## src/rtl/core/ticks_to_calendar_fields_defines.svh

```systemverilog
// Assertion helpers for the calendar conversion controller.
// Every macro samples on clk and is disabled while rst_n is low.
`ifndef TICKS_TO_CALENDAR_FIELDS_DEFINES_SVH
`define TICKS_TO_CALENDAR_FIELDS_DEFINES_SVH

// Same-cycle implication.
`define TCF_ASSERT_IMP(lbl, ante, cons, msg) \
  lbl: assert property (@(posedge clk) disable iff (!rst_n) (ante) |-> (cons)) \
    else $error(msg);

// Next-cycle implication.
`define TCF_ASSERT_NXT(lbl, ante, cons, msg) \
  lbl: assert property (@(posedge clk) disable iff (!rst_n) (ante) |=> (cons)) \
    else $error(msg);

`endif

```

## src/rtl/core/tcf_pkg.sv

```systemverilog
`timescale 1ns / 1ps
package tcf_pkg;

  localparam int unsigned TicksW = 63;
  localparam int unsigned RemW   = 18;
  localparam int unsigned DaysW  = 24;
  // Dividend, quotient estimate, divisor and tick remainder widths.
  localparam int unsigned XW     = 49;
  localparam int unsigned QW     = 32;
  localparam int unsigned DvW    = 26;
  localparam int unsigned TrW    = 40;

  typedef enum logic [2:0] {
    ST_IDLE, ST_LOAD, ST_MUL, ST_BACK, ST_FIX, ST_YEAR, ST_MONTH, ST_PUB
  } state_t;

  typedef enum logic [3:0] {
    OP_NONE, OP_LOAD_IN, OP_LOAD, OP_MUL, OP_BACK, OP_FIX, OP_STORE, OP_YEAR, OP_MONTH,
    OP_PUB
  } op_t;

  // Division passes, in the order they run.
  typedef enum logic [2:0] {
    DV_DAY, DV_HOUR, DV_MIN, DV_SEC, DV_MS, DV_WD, DV_CYC
  } sel_t;

  typedef struct packed {
    op_t  op;
    sel_t sel;
  } cmd_t;

  typedef struct packed {
    logic year_done;
    logic month_done;
    logic fix;
  } sts_t;

  // Odd part of each divisor; the power of two is taken off by a shift.
  function automatic logic [DvW-1:0] divisor_of(input sel_t s);
    case (s)
      DV_DAY:  divisor_of = DvW'(52734375);
      DV_HOUR: divisor_of = DvW'(17578125);
      DV_MIN:  divisor_of = DvW'(1171875);
      DV_SEC:  divisor_of = DvW'(78125);
      DV_MS:   divisor_of = DvW'(625);
      DV_WD:   divisor_of = DvW'(7);
      DV_CYC:  divisor_of = DvW'(146097);
      default: divisor_of = DvW'(1);
    endcase
  endfunction

  // Reciprocals rounded down: 2^49 / d for the day pass, 2^32 / d for the rest.
  function automatic logic [QW-1:0] recip_of(input sel_t s);
    case (s)
      DV_DAY:  recip_of = QW'(10675199);
      DV_HOUR: recip_of = QW'(244);
      DV_MIN:  recip_of = QW'(3665);
      DV_SEC:  recip_of = QW'(54975);
      DV_MS:   recip_of = QW'(6871947);
      DV_WD:   recip_of = QW'(613566756);
      DV_CYC:  recip_of = QW'(29398);
      default: recip_of = QW'(0);
    endcase
  endfunction

  function automatic logic [4:0] month_len(input logic leap, input logic [3:0] m);
    case (m)
      4'd1:    month_len = leap ? 5'd29 : 5'd28;
      4'd3, 4'd5, 4'd8, 4'd10: month_len = 5'd30;
      default: month_len = 5'd31;
    endcase
  endfunction

endpackage

```

## src/rtl/core/tcf_ctrl.sv

```systemverilog
`timescale 1ns / 1ps
`include "ticks_to_calendar_fields_defines.svh"
module tcf_ctrl (
  input  logic          clk,
  input  logic          rst_n,
  input  logic          in_valid,
  output logic          in_stall,
  output logic          out_valid,
  input  logic          out_stall,
  input  tcf_pkg::sts_t sts,
  output tcf_pkg::cmd_t cmd
);
  import tcf_pkg::*;

  state_t          state_r, state_nxt;
  sel_t            sel_r, sel_nxt;
  logic            out_valid_r, out_valid_nxt;

  always_ff @(posedge clk) begin
    if (!rst_n) begin
      state_r     <= ST_IDLE;
      sel_r       <= DV_DAY;
      out_valid_r <= 1'b0;
    end else begin
      state_r     <= state_nxt;
      sel_r       <= sel_nxt;
      out_valid_r <= out_valid_nxt;
    end
  end

  always_comb begin
    state_nxt     = state_r;
    sel_nxt       = sel_r;
    out_valid_nxt = out_valid_r && out_stall;
    cmd.op        = OP_NONE;
    cmd.sel       = sel_r;
    case (state_r)
      ST_IDLE: begin
        if (in_valid) begin
          cmd.op    = OP_LOAD_IN;
          cmd.sel   = DV_DAY;
          sel_nxt   = DV_DAY;
          state_nxt = ST_MUL;
        end
      end
      ST_LOAD: begin
        cmd.op    = OP_LOAD;
        state_nxt = ST_MUL;
      end
      ST_MUL: begin
        cmd.op    = OP_MUL;
        state_nxt = ST_BACK;
      end
      ST_BACK: begin
        cmd.op    = OP_BACK;
        state_nxt = ST_FIX;
      end
      ST_FIX: begin
        if (sts.fix) begin
          cmd.op = OP_FIX;
        end else begin
          cmd.op = OP_STORE;
          if (sel_r == DV_CYC) begin
            state_nxt = ST_YEAR;
          end else begin
            sel_nxt   = sel_t'(sel_r + 3'd1);
            state_nxt = ST_LOAD;
          end
        end
      end
      ST_YEAR: begin
        if (sts.year_done) begin
          state_nxt = ST_MONTH;
        end else begin
          cmd.op = OP_YEAR;
        end
      end
      ST_MONTH: begin
        if (sts.month_done) begin
          state_nxt = ST_PUB;
        end else begin
          cmd.op = OP_MONTH;
        end
      end
      ST_PUB: begin
        if (!out_valid_r || !out_stall) begin
          cmd.op        = OP_PUB;
          out_valid_nxt = 1'b1;
          state_nxt     = ST_IDLE;
        end
      end
      default: state_nxt = ST_IDLE;
    endcase
  end

  assign in_stall  = (state_r != ST_IDLE);
  assign out_valid = out_valid_r;

  `TCF_ASSERT_NXT(a_pub_shows, cmd.op == OP_PUB, out_valid_r, "publish lost")
  `TCF_ASSERT_NXT(a_back_to_fix, state_r == ST_BACK, state_r == ST_FIX,
                  "remainder check skipped")
  `TCF_ASSERT_IMP(a_month_after_year, state_r == ST_MONTH, sts.year_done,
                  "month walk before year settled")
  `TCF_ASSERT_IMP(a_pub_no_clobber, cmd.op == OP_PUB, !(out_valid_r && out_stall),
                  "result overwritten while waiting")
endmodule

```

## src/rtl/core/tcf_dp.sv

```systemverilog
`timescale 1ns / 1ps
module tcf_dp (
  input  logic                           clk,
  input  logic [tcf_pkg::TicksW-1:0]     in_ticks,
  input  tcf_pkg::cmd_t                  cmd,
  output tcf_pkg::sts_t                  sts,
  output logic [14:0]                    out_year,
  output logic [3:0]                     out_month,
  output logic [4:0]                     out_day,
  output logic [4:0]                     out_hour,
  output logic [5:0]                     out_minute,
  output logic [5:0]                     out_second,
  output logic [9:0]                     out_millisecond,
  output logic [2:0]                     out_weekday
);
  import tcf_pkg::*;

  logic [XW-1:0]     x_r;
  logic [QW-1:0]     q_r;
  logic [QW-1:0]     r_r;
  logic [TrW-1:0]    tr_r;
  logic [DaysW-1:0]  days_r;
  logic [RemW-1:0]   d_r;
  logic [14:0]       year_r;
  logic [8:0]        y1_r;
  logic [1:0]        m4_r;
  logic [6:0]        m100_r;
  logic [3:0]        mon_r;
  logic [9:0]        ms_r;
  logic [4:0]        hour_r;
  logic [5:0]        minute_r, second_r;
  logic [2:0]        wd_r;
  logic [14:0]       oyear_r;
  logic [3:0]        omon_r;
  logic [4:0]        oday_r, ohour_r;
  logic [5:0]        omin_r, osec_r;
  logic [9:0]        oms_r;
  logic [2:0]        owd_r;

  logic [QW-1:0]     xh;
  logic [DvW-1:0]    dvs;
  logic [QW-1:0]     rcp;
  logic [2*QW-1:0]   est_p;
  logic [QW+DvW-1:0] back_p;
  logic [XW-1:0]     diff;
  logic              leap;
  logic [8:0]        ylen;
  logic [4:0]        mlen;
  logic [DaysW-1:0]  days_p1;

  // Quotient estimate from the top 32 dividend bits (day pass) or the low 32; low by at most two.
  assign dvs     = divisor_of(cmd.sel);
  assign rcp     = recip_of(cmd.sel);
  assign xh      = (cmd.sel == DV_DAY) ? x_r[XW-1:XW-QW] : x_r[QW-1:0];
  assign est_p   = {{QW{1'b0}}, xh} * {{QW{1'b0}}, rcp};
  assign back_p  = {{DvW{1'b0}}, q_r} * {{QW{1'b0}}, dvs};
  assign diff    = x_r - back_p[XW-1:0];
  assign leap    = (m4_r == 2'd0) && ((m100_r != 7'd0) || (y1_r == 9'd400));
  assign ylen    = leap ? 9'd366 : 9'd365;
  assign mlen    = month_len(leap, mon_r);
  assign days_p1 = days_r + DaysW'(1);

  assign sts.year_done  = d_r < RemW'(ylen);
  assign sts.month_done = (mon_r == 4'd11) || (d_r < RemW'(mlen));
  assign sts.fix        = r_r >= QW'(dvs);

  always_ff @(posedge clk) begin
    case (cmd.op)
      OP_LOAD_IN: begin
        x_r  <= in_ticks[TicksW-1:14];
        tr_r <= {26'd0, in_ticks[13:0]};
      end
      // Hour to ms passes divide the tick remainder, its low zero bits shifted off; WD and CYC, days.
      OP_LOAD: begin
        case (cmd.sel)
          DV_HOUR: x_r <= XW'(tr_r[39:11]);
          DV_MIN:  x_r <= XW'(tr_r[35:9]);
          DV_SEC:  x_r <= XW'(tr_r[29:7]);
          DV_MS:   x_r <= XW'(tr_r[23:4]);
          DV_WD:   x_r <= XW'(days_p1);
          DV_CYC:  x_r <= XW'(days_r);
          default: x_r <= x_r;
        endcase
      end
      OP_MUL:  q_r <= est_p[2*QW-1:QW];
      OP_BACK: r_r <= diff[QW-1:0];
      OP_FIX: begin
        r_r <= r_r - QW'(dvs);
        q_r <= q_r + QW'(1);
      end
      OP_STORE: begin
        case (cmd.sel)
          DV_DAY: begin
            days_r <= q_r[DaysW-1:0];
            tr_r   <= {r_r[25:0], tr_r[13:0]};
          end
          DV_HOUR: begin
            hour_r <= q_r[4:0];
            tr_r   <= {4'd0, r_r[24:0], tr_r[10:0]};
          end
          DV_MIN: begin
            minute_r <= q_r[5:0];
            tr_r     <= {10'd0, r_r[20:0], tr_r[8:0]};
          end
          DV_SEC: begin
            second_r <= q_r[5:0];
            tr_r     <= {16'd0, r_r[16:0], tr_r[6:0]};
          end
          DV_MS:   ms_r <= q_r[9:0];
          DV_WD:   wd_r <= r_r[2:0];
          DV_CYC: begin
            year_r <= 15'd1601 + 15'(q_r[6:0]) * 15'd400;
            d_r    <= r_r[RemW-1:0];
            y1_r   <= 9'd1;
            m4_r   <= 2'd1;
            m100_r <= 7'd1;
            mon_r  <= 4'd0;
          end
          default: ms_r <= ms_r;
        endcase
      end
      OP_YEAR: begin
        d_r    <= d_r - RemW'(ylen);
        year_r <= year_r + 15'd1;
        y1_r   <= y1_r + 9'd1;
        m4_r   <= m4_r + 2'd1;
        m100_r <= (m100_r == 7'd99) ? 7'd0 : m100_r + 7'd1;
      end
      OP_MONTH: begin
        d_r   <= d_r - RemW'(mlen);
        mon_r <= mon_r + 4'd1;
      end
      OP_PUB: begin
        oyear_r <= year_r;
        omon_r  <= mon_r + 4'd1;
        oday_r  <= d_r[4:0] + 5'd1;
        ohour_r <= hour_r;
        omin_r  <= minute_r;
        osec_r  <= second_r;
        oms_r   <= ms_r;
        owd_r   <= wd_r;
      end
      default: x_r <= x_r;
    endcase
  end

  assign out_year        = oyear_r;
  assign out_month       = omon_r;
  assign out_day         = oday_r;
  assign out_hour        = ohour_r;
  assign out_minute      = omin_r;
  assign out_second      = osec_r;
  assign out_millisecond = oms_r;
  assign out_weekday     = owd_r;
endmodule

```

## src/rtl/core/ticks_to_calendar_fields.sv

```systemverilog
`timescale 1ns / 1ps
// The time from input transfer to result valid grows with each correction of a quotient
// estimate, each year stepped inside the 400-year cycle (up to 399) and each month stepped
// (up to 11).
// One item at a time: the next transfer can be taken in the cycle after the result is
// published. A finished result waits in the output register while the next item runs.
// Reset (synchronous, active low) empties the controller and drops any pending result.
module ticks_to_calendar_fields (
  input  logic                       clk,
  input  logic                       rst_n,
  input  logic                       in_valid,
  output logic                       in_stall,
  input  logic [tcf_pkg::TicksW-1:0] in_ticks,
  output logic                       out_valid,
  input  logic                       out_stall,
  output logic [14:0]                out_year,
  output logic [3:0]                 out_month,
  output logic [4:0]                 out_day,
  output logic [4:0]                 out_hour,
  output logic [5:0]                 out_minute,
  output logic [5:0]                 out_second,
  output logic [9:0]                 out_millisecond,
  output logic [2:0]                 out_weekday
);
  import tcf_pkg::*;

  // The controller sequences seven divisions by constants (ticks to days, hours, minutes,
  // seconds and milliseconds, then weekday and 400-year cycles). Each one multiplies by a
  // stored reciprocal, multiplies back to form the remainder, and subtracts the divisor
  // while the remainder is still too large. Years and months are then walked one step per
  // cycle in the datapath.
  cmd_t cmd;
  sts_t sts;

  tcf_ctrl u_ctrl (
    .clk       (clk),
    .rst_n     (rst_n),
    .in_valid  (in_valid),
    .in_stall  (in_stall),
    .out_valid (out_valid),
    .out_stall (out_stall),
    .sts       (sts),
    .cmd       (cmd)
  );

  // The datapath latches the ticks in the same cycle the input transfer completes.
  tcf_dp u_dp (
    .clk             (clk),
    .in_ticks        (in_ticks),
    .cmd             (cmd),
    .sts             (sts),
    .out_year        (out_year),
    .out_month       (out_month),
    .out_day         (out_day),
    .out_hour        (out_hour),
    .out_minute      (out_minute),
    .out_second      (out_second),
    .out_millisecond (out_millisecond),
    .out_weekday     (out_weekday)
  );
endmodule
```

## config.mk

```make
export PLATFORM = sky130hd
export DESIGN_NAME = ticks_to_calendar_fields
export DESIGN_NICKNAME = d
export VERILOG_FILES = /design/src/rtl/core/tcf_pkg.sv /design/src/rtl/core/tcf_ctrl.sv /design/src/rtl/core/tcf_dp.sv /design/src/rtl/core/ticks_to_calendar_fields.sv
export VERILOG_INCLUDE_DIRS = /design/src /design/src/rtl/core
export SDC_FILE = /design/constraint.sdc
export NUM_CORES = 2
export LEC_CHECK = 0
export BUFFER_PORTS_ARGS = -buffer_cell sky130_fd_sc_hd__buf_2
export CAP_MARGIN = 15
export CORE_MARGIN = 5
export CORE_UTILIZATION = 70
export CTS_BUF_LIST = sky130_fd_sc_hd__clkbuf_4
export DETAILED_ROUTE_END_ITERATION = 6
export PLACE_DENSITY_LB_ADDON = 0.15
export SYNTH_ARGS = -nofsm -noshare
export SYNTH_HDL_FRONTEND = slang
export SYNTH_HIERARCHICAL = 1
export SYNTH_SLANG_ARGS = --single-unit
```

## constraint.sdc

```tcl
create_clock -name clk -period 17.06 [get_ports clk]
set_clock_uncertainty 0.1 [all_clocks]
set_input_delay 3.412 -clock clk [delete_from_list [all_inputs] [get_ports clk]]
set_output_delay 3.412 -clock clk [all_outputs]
set_load 0.03 [all_outputs]
```

* Word level (Yosys, flattened, before mapping) *
Index checks and enable logic that the tools add are counted.

storage, ports and cells
  RAM bits = 0
  flip-flop bits (word level) = 323
  input port bits = 67
  word-level logic and storage cells = 181
  ROM bits = 0
  memories = 0
  bits in latches = 0
  output and inout bits = 56

operators by class
  multiply operators = 3
  shift operators = 0
  $lt $le $gt $ge = 3
  div/mod/pow operators = 0
  eq/ne operators = 46
  reductions and logical operators = 38
  add/sub/neg operators = 14
  bitwise operators = 1
  multiplexer cells = 45

operator list
  kind                                                                    count
  49-bit case mux with 6 select lines                                     1
  30-bit case mux with 7 select lines                                     1
  26-bit case mux with 7 select lines                                     1
  40-bit case mux with 4 select lines                                     1
  32-bit case mux with 2 select lines                                     2
  49-bit case mux with 2 select lines                                     1
  40-bit case mux with 2 select lines                                     1
  32-bit by 30-bit multiplier with 62-bit output                          1
  18-bit case mux with 3 select lines                                     1
  3-bit two-way mux                                                       11
  32-bit by 1-bit adder with 32-bit output (second input constant)        1
  32-bit by 26-bit greater-or-equal comparator with 1-bit output          1
  32-bit by 26-bit multiplier with 32-bit output                          1
  32-bit two-way mux                                                      1
  4-bit case mux with 8 select lines                                      1
  32-bit by 26-bit subtractor with 32-bit output                          1
  32-bit subtractor                                                       1
  15-bit case mux with 2 select lines                                     1
  24-bit by 1-bit adder with 24-bit output (second input constant)        1
  3-bit equality test (second input constant)                             8
  3-bit case mux with 8 select lines                                      1
  2-bit AND reduction                                                     12
  4-bit by 3-bit equality test with 1-bit output (second input constant)  5
  4-bit equality test (second input constant)                             5
  other kinds (51)                                                        89

* Depth between registers and ports, before layout *
  word-level depth = 12
  mapped depth = 38
  depth with buffers taken out = 34

* By module *
The synthesis kept the hierarchy.

by module, submodules not included
  module    cells each  instances  seq. area each (um^2)  area an instance (um^2)
  tcf_dp    6,206       1          9,369.0                58,215.8
  tcf_ctrl  75          1          140.1                  560.5

* Worst setup path after synthesis *
OpenSTA, ideal clock, no wires.

  kind = input to register
  start = in in_valid
  end = reg u_dp.x_r[0], enable pin
  arrival time = 11.969 ns
  stages = 28
  buffers on the path = 8
  path slack = 4.468 ns
  data required time = 16.437 ns
  setup time = 0.523 ns
  cells stage by stage = nor4b_4 -> and2b_1 -> buf_1 -> clkbuf_1 -> nor2b_1 -> clkbuf_1 -> nand2_1 -> clkbuf_1 -> nand2_1 -> clkbuf_1 -> fa_1 -> nand2b_1 -> a21oi_1 -> o21ai_1 -> a21oi_1 -> a211oi_1 -> o21ai_1 -> a21oi_1 -> a21boi_0 -> o21ai_0 -> nand3b_1 -> o21a_1 -> o22ai_1 -> clkbuf_1 -> or4b_1 -> clkbuf_1 -> clkbuf_1 -> o21ai_0

RTL lines
  element               line                            RTL
  start, declared       ticks_to_calendar_fields.sv:11  input logic in_valid,
  end signal, assigned  tcf_dp.sv:70                    x_r <= in_ticks[TicksW-1:14];
  end signal, assigned  tcf_dp.sv:76                    DV_HOUR: x_r <= XW'(tr_r[39:11]);
  end signal, assigned  tcf_dp.sv:77                    DV_MIN: x_r <= XW'(tr_r[35:9]);
  end, declared         tcf_dp.sv:18                    logic [XW-1:0] x_r;

==> results.ini <==
[clock_network]
cts_tree = built
cts.sinks = 319
clk_pin_slew_ns = 0.07
postCtsHoldBufs = 0
clk_latency_ns = 0.85
cts_root_buf = clkbuf_4
cts_max_level = 3
postCtsResizedCells = 0
postCtsSetupBuffers = 0
cts_buffers = 83
cts_max_path_buffers = 3

[sta]
fin_crit_sh_pct = 85.01
layout_min_cycle_time_ns = 14.50
hold_viol = 0
setup-violations-final = 0
fin_setup_tns_ns = 0
drv_slew = 0
tightest_slew_ns = 1.364
rsz0062_at_grt = false
relSlewSlack_pct = 8.865
fmax_mhz = 68.96

[synth]
synth_edf_count = 312
synth_area_leader_cell = fa_1
synth_area_sq_um = 58780
synth_nets = 7966
synth_top_area_share_pct = 35.56
synth_seq_cells = 319
synth-seq-area-share_pct = 16.18
syn_avg_cell_area_sq_um = 9.358
yosys_warnings = 6
synthCells = 6281
synthDistinctLibCells = 92
synth_area_leaders = fa_1 36%, edfxtp_1 16%, ha_1 12%, inv_1 8.2%, nor2_1 4.1%
synth_ff_type = edfxtp_1
synthArstFlopShare_pct = 0

[setup_path]
crit_path_top_delay_cell = o21ai_1
end_kind = flop
worst_path_most_repeated_cell = fa_1
worstPathMaxFanout = 82
worstSetupStartpointType = input port
cp_data_required_time_ns = 17.48
path_class = input port to flop
critPathArrivalTime_ns = 14.93
max_stage_delay_ns = 0.89

[flow_run]
maxCapViolations = 0

[die]
placementRows = 106
fp.dieW_um = 299.8
pin_count = 123
core_sq_um = 83420
dieArea_sq_um = 89860
initial_utilization_pct = 70.46
die_h_um = 299.8

[place]
place.gp.congestion = 1.012
hpwl_um = 146700
dp_cells = 7317
placed_cell_area_sq_um = 60770
io_buffer_count = 118

[grt]
grt-ovfl-total = 0
grt_max_degree = 83
grt_usage_pct = 41.48
grt_first_pass_wirelength_um = 280600
grt_antenna_before_repair = 10
grt_pass1_vias = 47730

[route]
ant_nets = 0
wl_um = 184300
drt-pass1-iter-count = 7
drt_drc_violations_left = 4
vias = 46590
wire_per_inst_um = 24.68
via_per_inst = 6.240
drtIter0Drc = 5057

[final_layout]
final_common_cell = inv_1
final_nets = 8008
final_cell_mix = 1,278 x inv_1, 1,044 x fa_1, 625 x nor2_1, 574 x ha_1, 485 x nand2_1
drive_gt1_share_pct = 7.286
post_layout_nonfiller_instances = 7466
area_growth_pct = 5.271
final_cell_area_sq_um = 61870

[outcome]
violations = DRC
outcome = finished with violations

[worst_hold_path]
hp-class = flop to flop

cell usage after synthesis, types with 86 or more instances:
library cell and number:
inv_1 1280, fa_1 1044, nor2_1 636, ha_1 574, nand2_1 486, edfxtp_1 312
clkbuf_1 239, a21oi_1 233, and2_1 221, o21ai_0 169, xnor2_1 137, nand3_1 102
xor2_1 86
path summary, 6_finish.rpt:
kind	slack [ns]	from	endpoint	cells past startpoint
hold / removal	0.32	u_dp/second_r[0]	u_dp/out_second[0]	0
hold reg to reg	0.32	u_dp/second_r[0]	u_dp/out_second[0]	0
setup reg to reg	4.51	u_ctrl/state_r[0]	u_dp/q_r[17]	31
setup / recovery	2.56	in_valid	u_dp/q_r[17]	32
area by class of cell:
cell class / count / area (sq um)
Multi-Input combinational cell: 4392 / 43570
Antenna cell: 4 / 10.01
Inverter: 1287 / 4832
Clock inverter: 21 / 156.4
Tap cell: 1080 / 1351
Sequential cell: 319 / 9509
Clock buffer: 123 / 923.4
Timing Repair Buffer: 240 / 1523
Fill cell: 6209 / 21550
layer usage:
| metal | wire length, um | GRT usage, % | up-vias |
|---|---|---|---|
| li1 | - | - | 19910 |
| met1 | 65700 | 54.49 | 22770 |
| met2 | 78850 | 61.56 | 3152 |
| met3 | 26140 | 13.98 | 750 |
| met4 | 13440 | 22.09 | 8 |
| met5 | 163 | 0.7035 | - |
through the flow:
stage                     hold WS (ns)  setup slack [ns]  utilization (%)
after floorplan                 0.3003             4.468                -
after global placement          0.3007             2.436            72.85
after detailed placement        0.3045             2.287            72.85
after CTS                       0.3164             3.095            74.14
after global routing            0.3230             2.409            74.16
final                           0.3159             2.558            74.17
cell families after synthesis:
family / share of synthesized area, %
XOR/XNOR: 3.323
multiplexers: 1.294
AND/OR/NAND/NOR: 13.56
buffers and inverters: 10.06
flip-flops: 16.18
AO/OA/AOI/OAI: 7.800
adder cells (fa/ha/maj): 47.78
critical path: cells and delay by family:
family	cells	cell delay [ns]
buf+inv	7	1.07
compound gates	7	2.93
fa+ha+maj	9	4.31
xor+xnor	1	0.26
simple gates	8	2.76
sequential cells by signal (all words and copies together) (netlist names), 4 cells and up:
register              cells
u_dp/out_year            15
u_dp/m100_r               7
u_dp/d_r                 18
u_dp/year_r              15
u_dp/y1_r                 9
u_dp/out_second           6
u_dp/out_day              5
u_dp/out_millisecond     10
u_dp/days_r              24
u_dp/x_r                 49
u_dp/out_minute           6
u_dp/minute_r             6
u_dp/tr_r                36
u_dp/second_r             6
u_dp/ms_r                10
u_dp/out_hour             5
u_dp/out_month            4
u_dp/r_r                 32
u_dp/hour_r               5
u_dp/mon_r                4
u_dp/q_r                 32
Power is left out: the tool's default activity adds up to more than one toggle a clock period on the data nets, which glitch-free logic cannot reach.
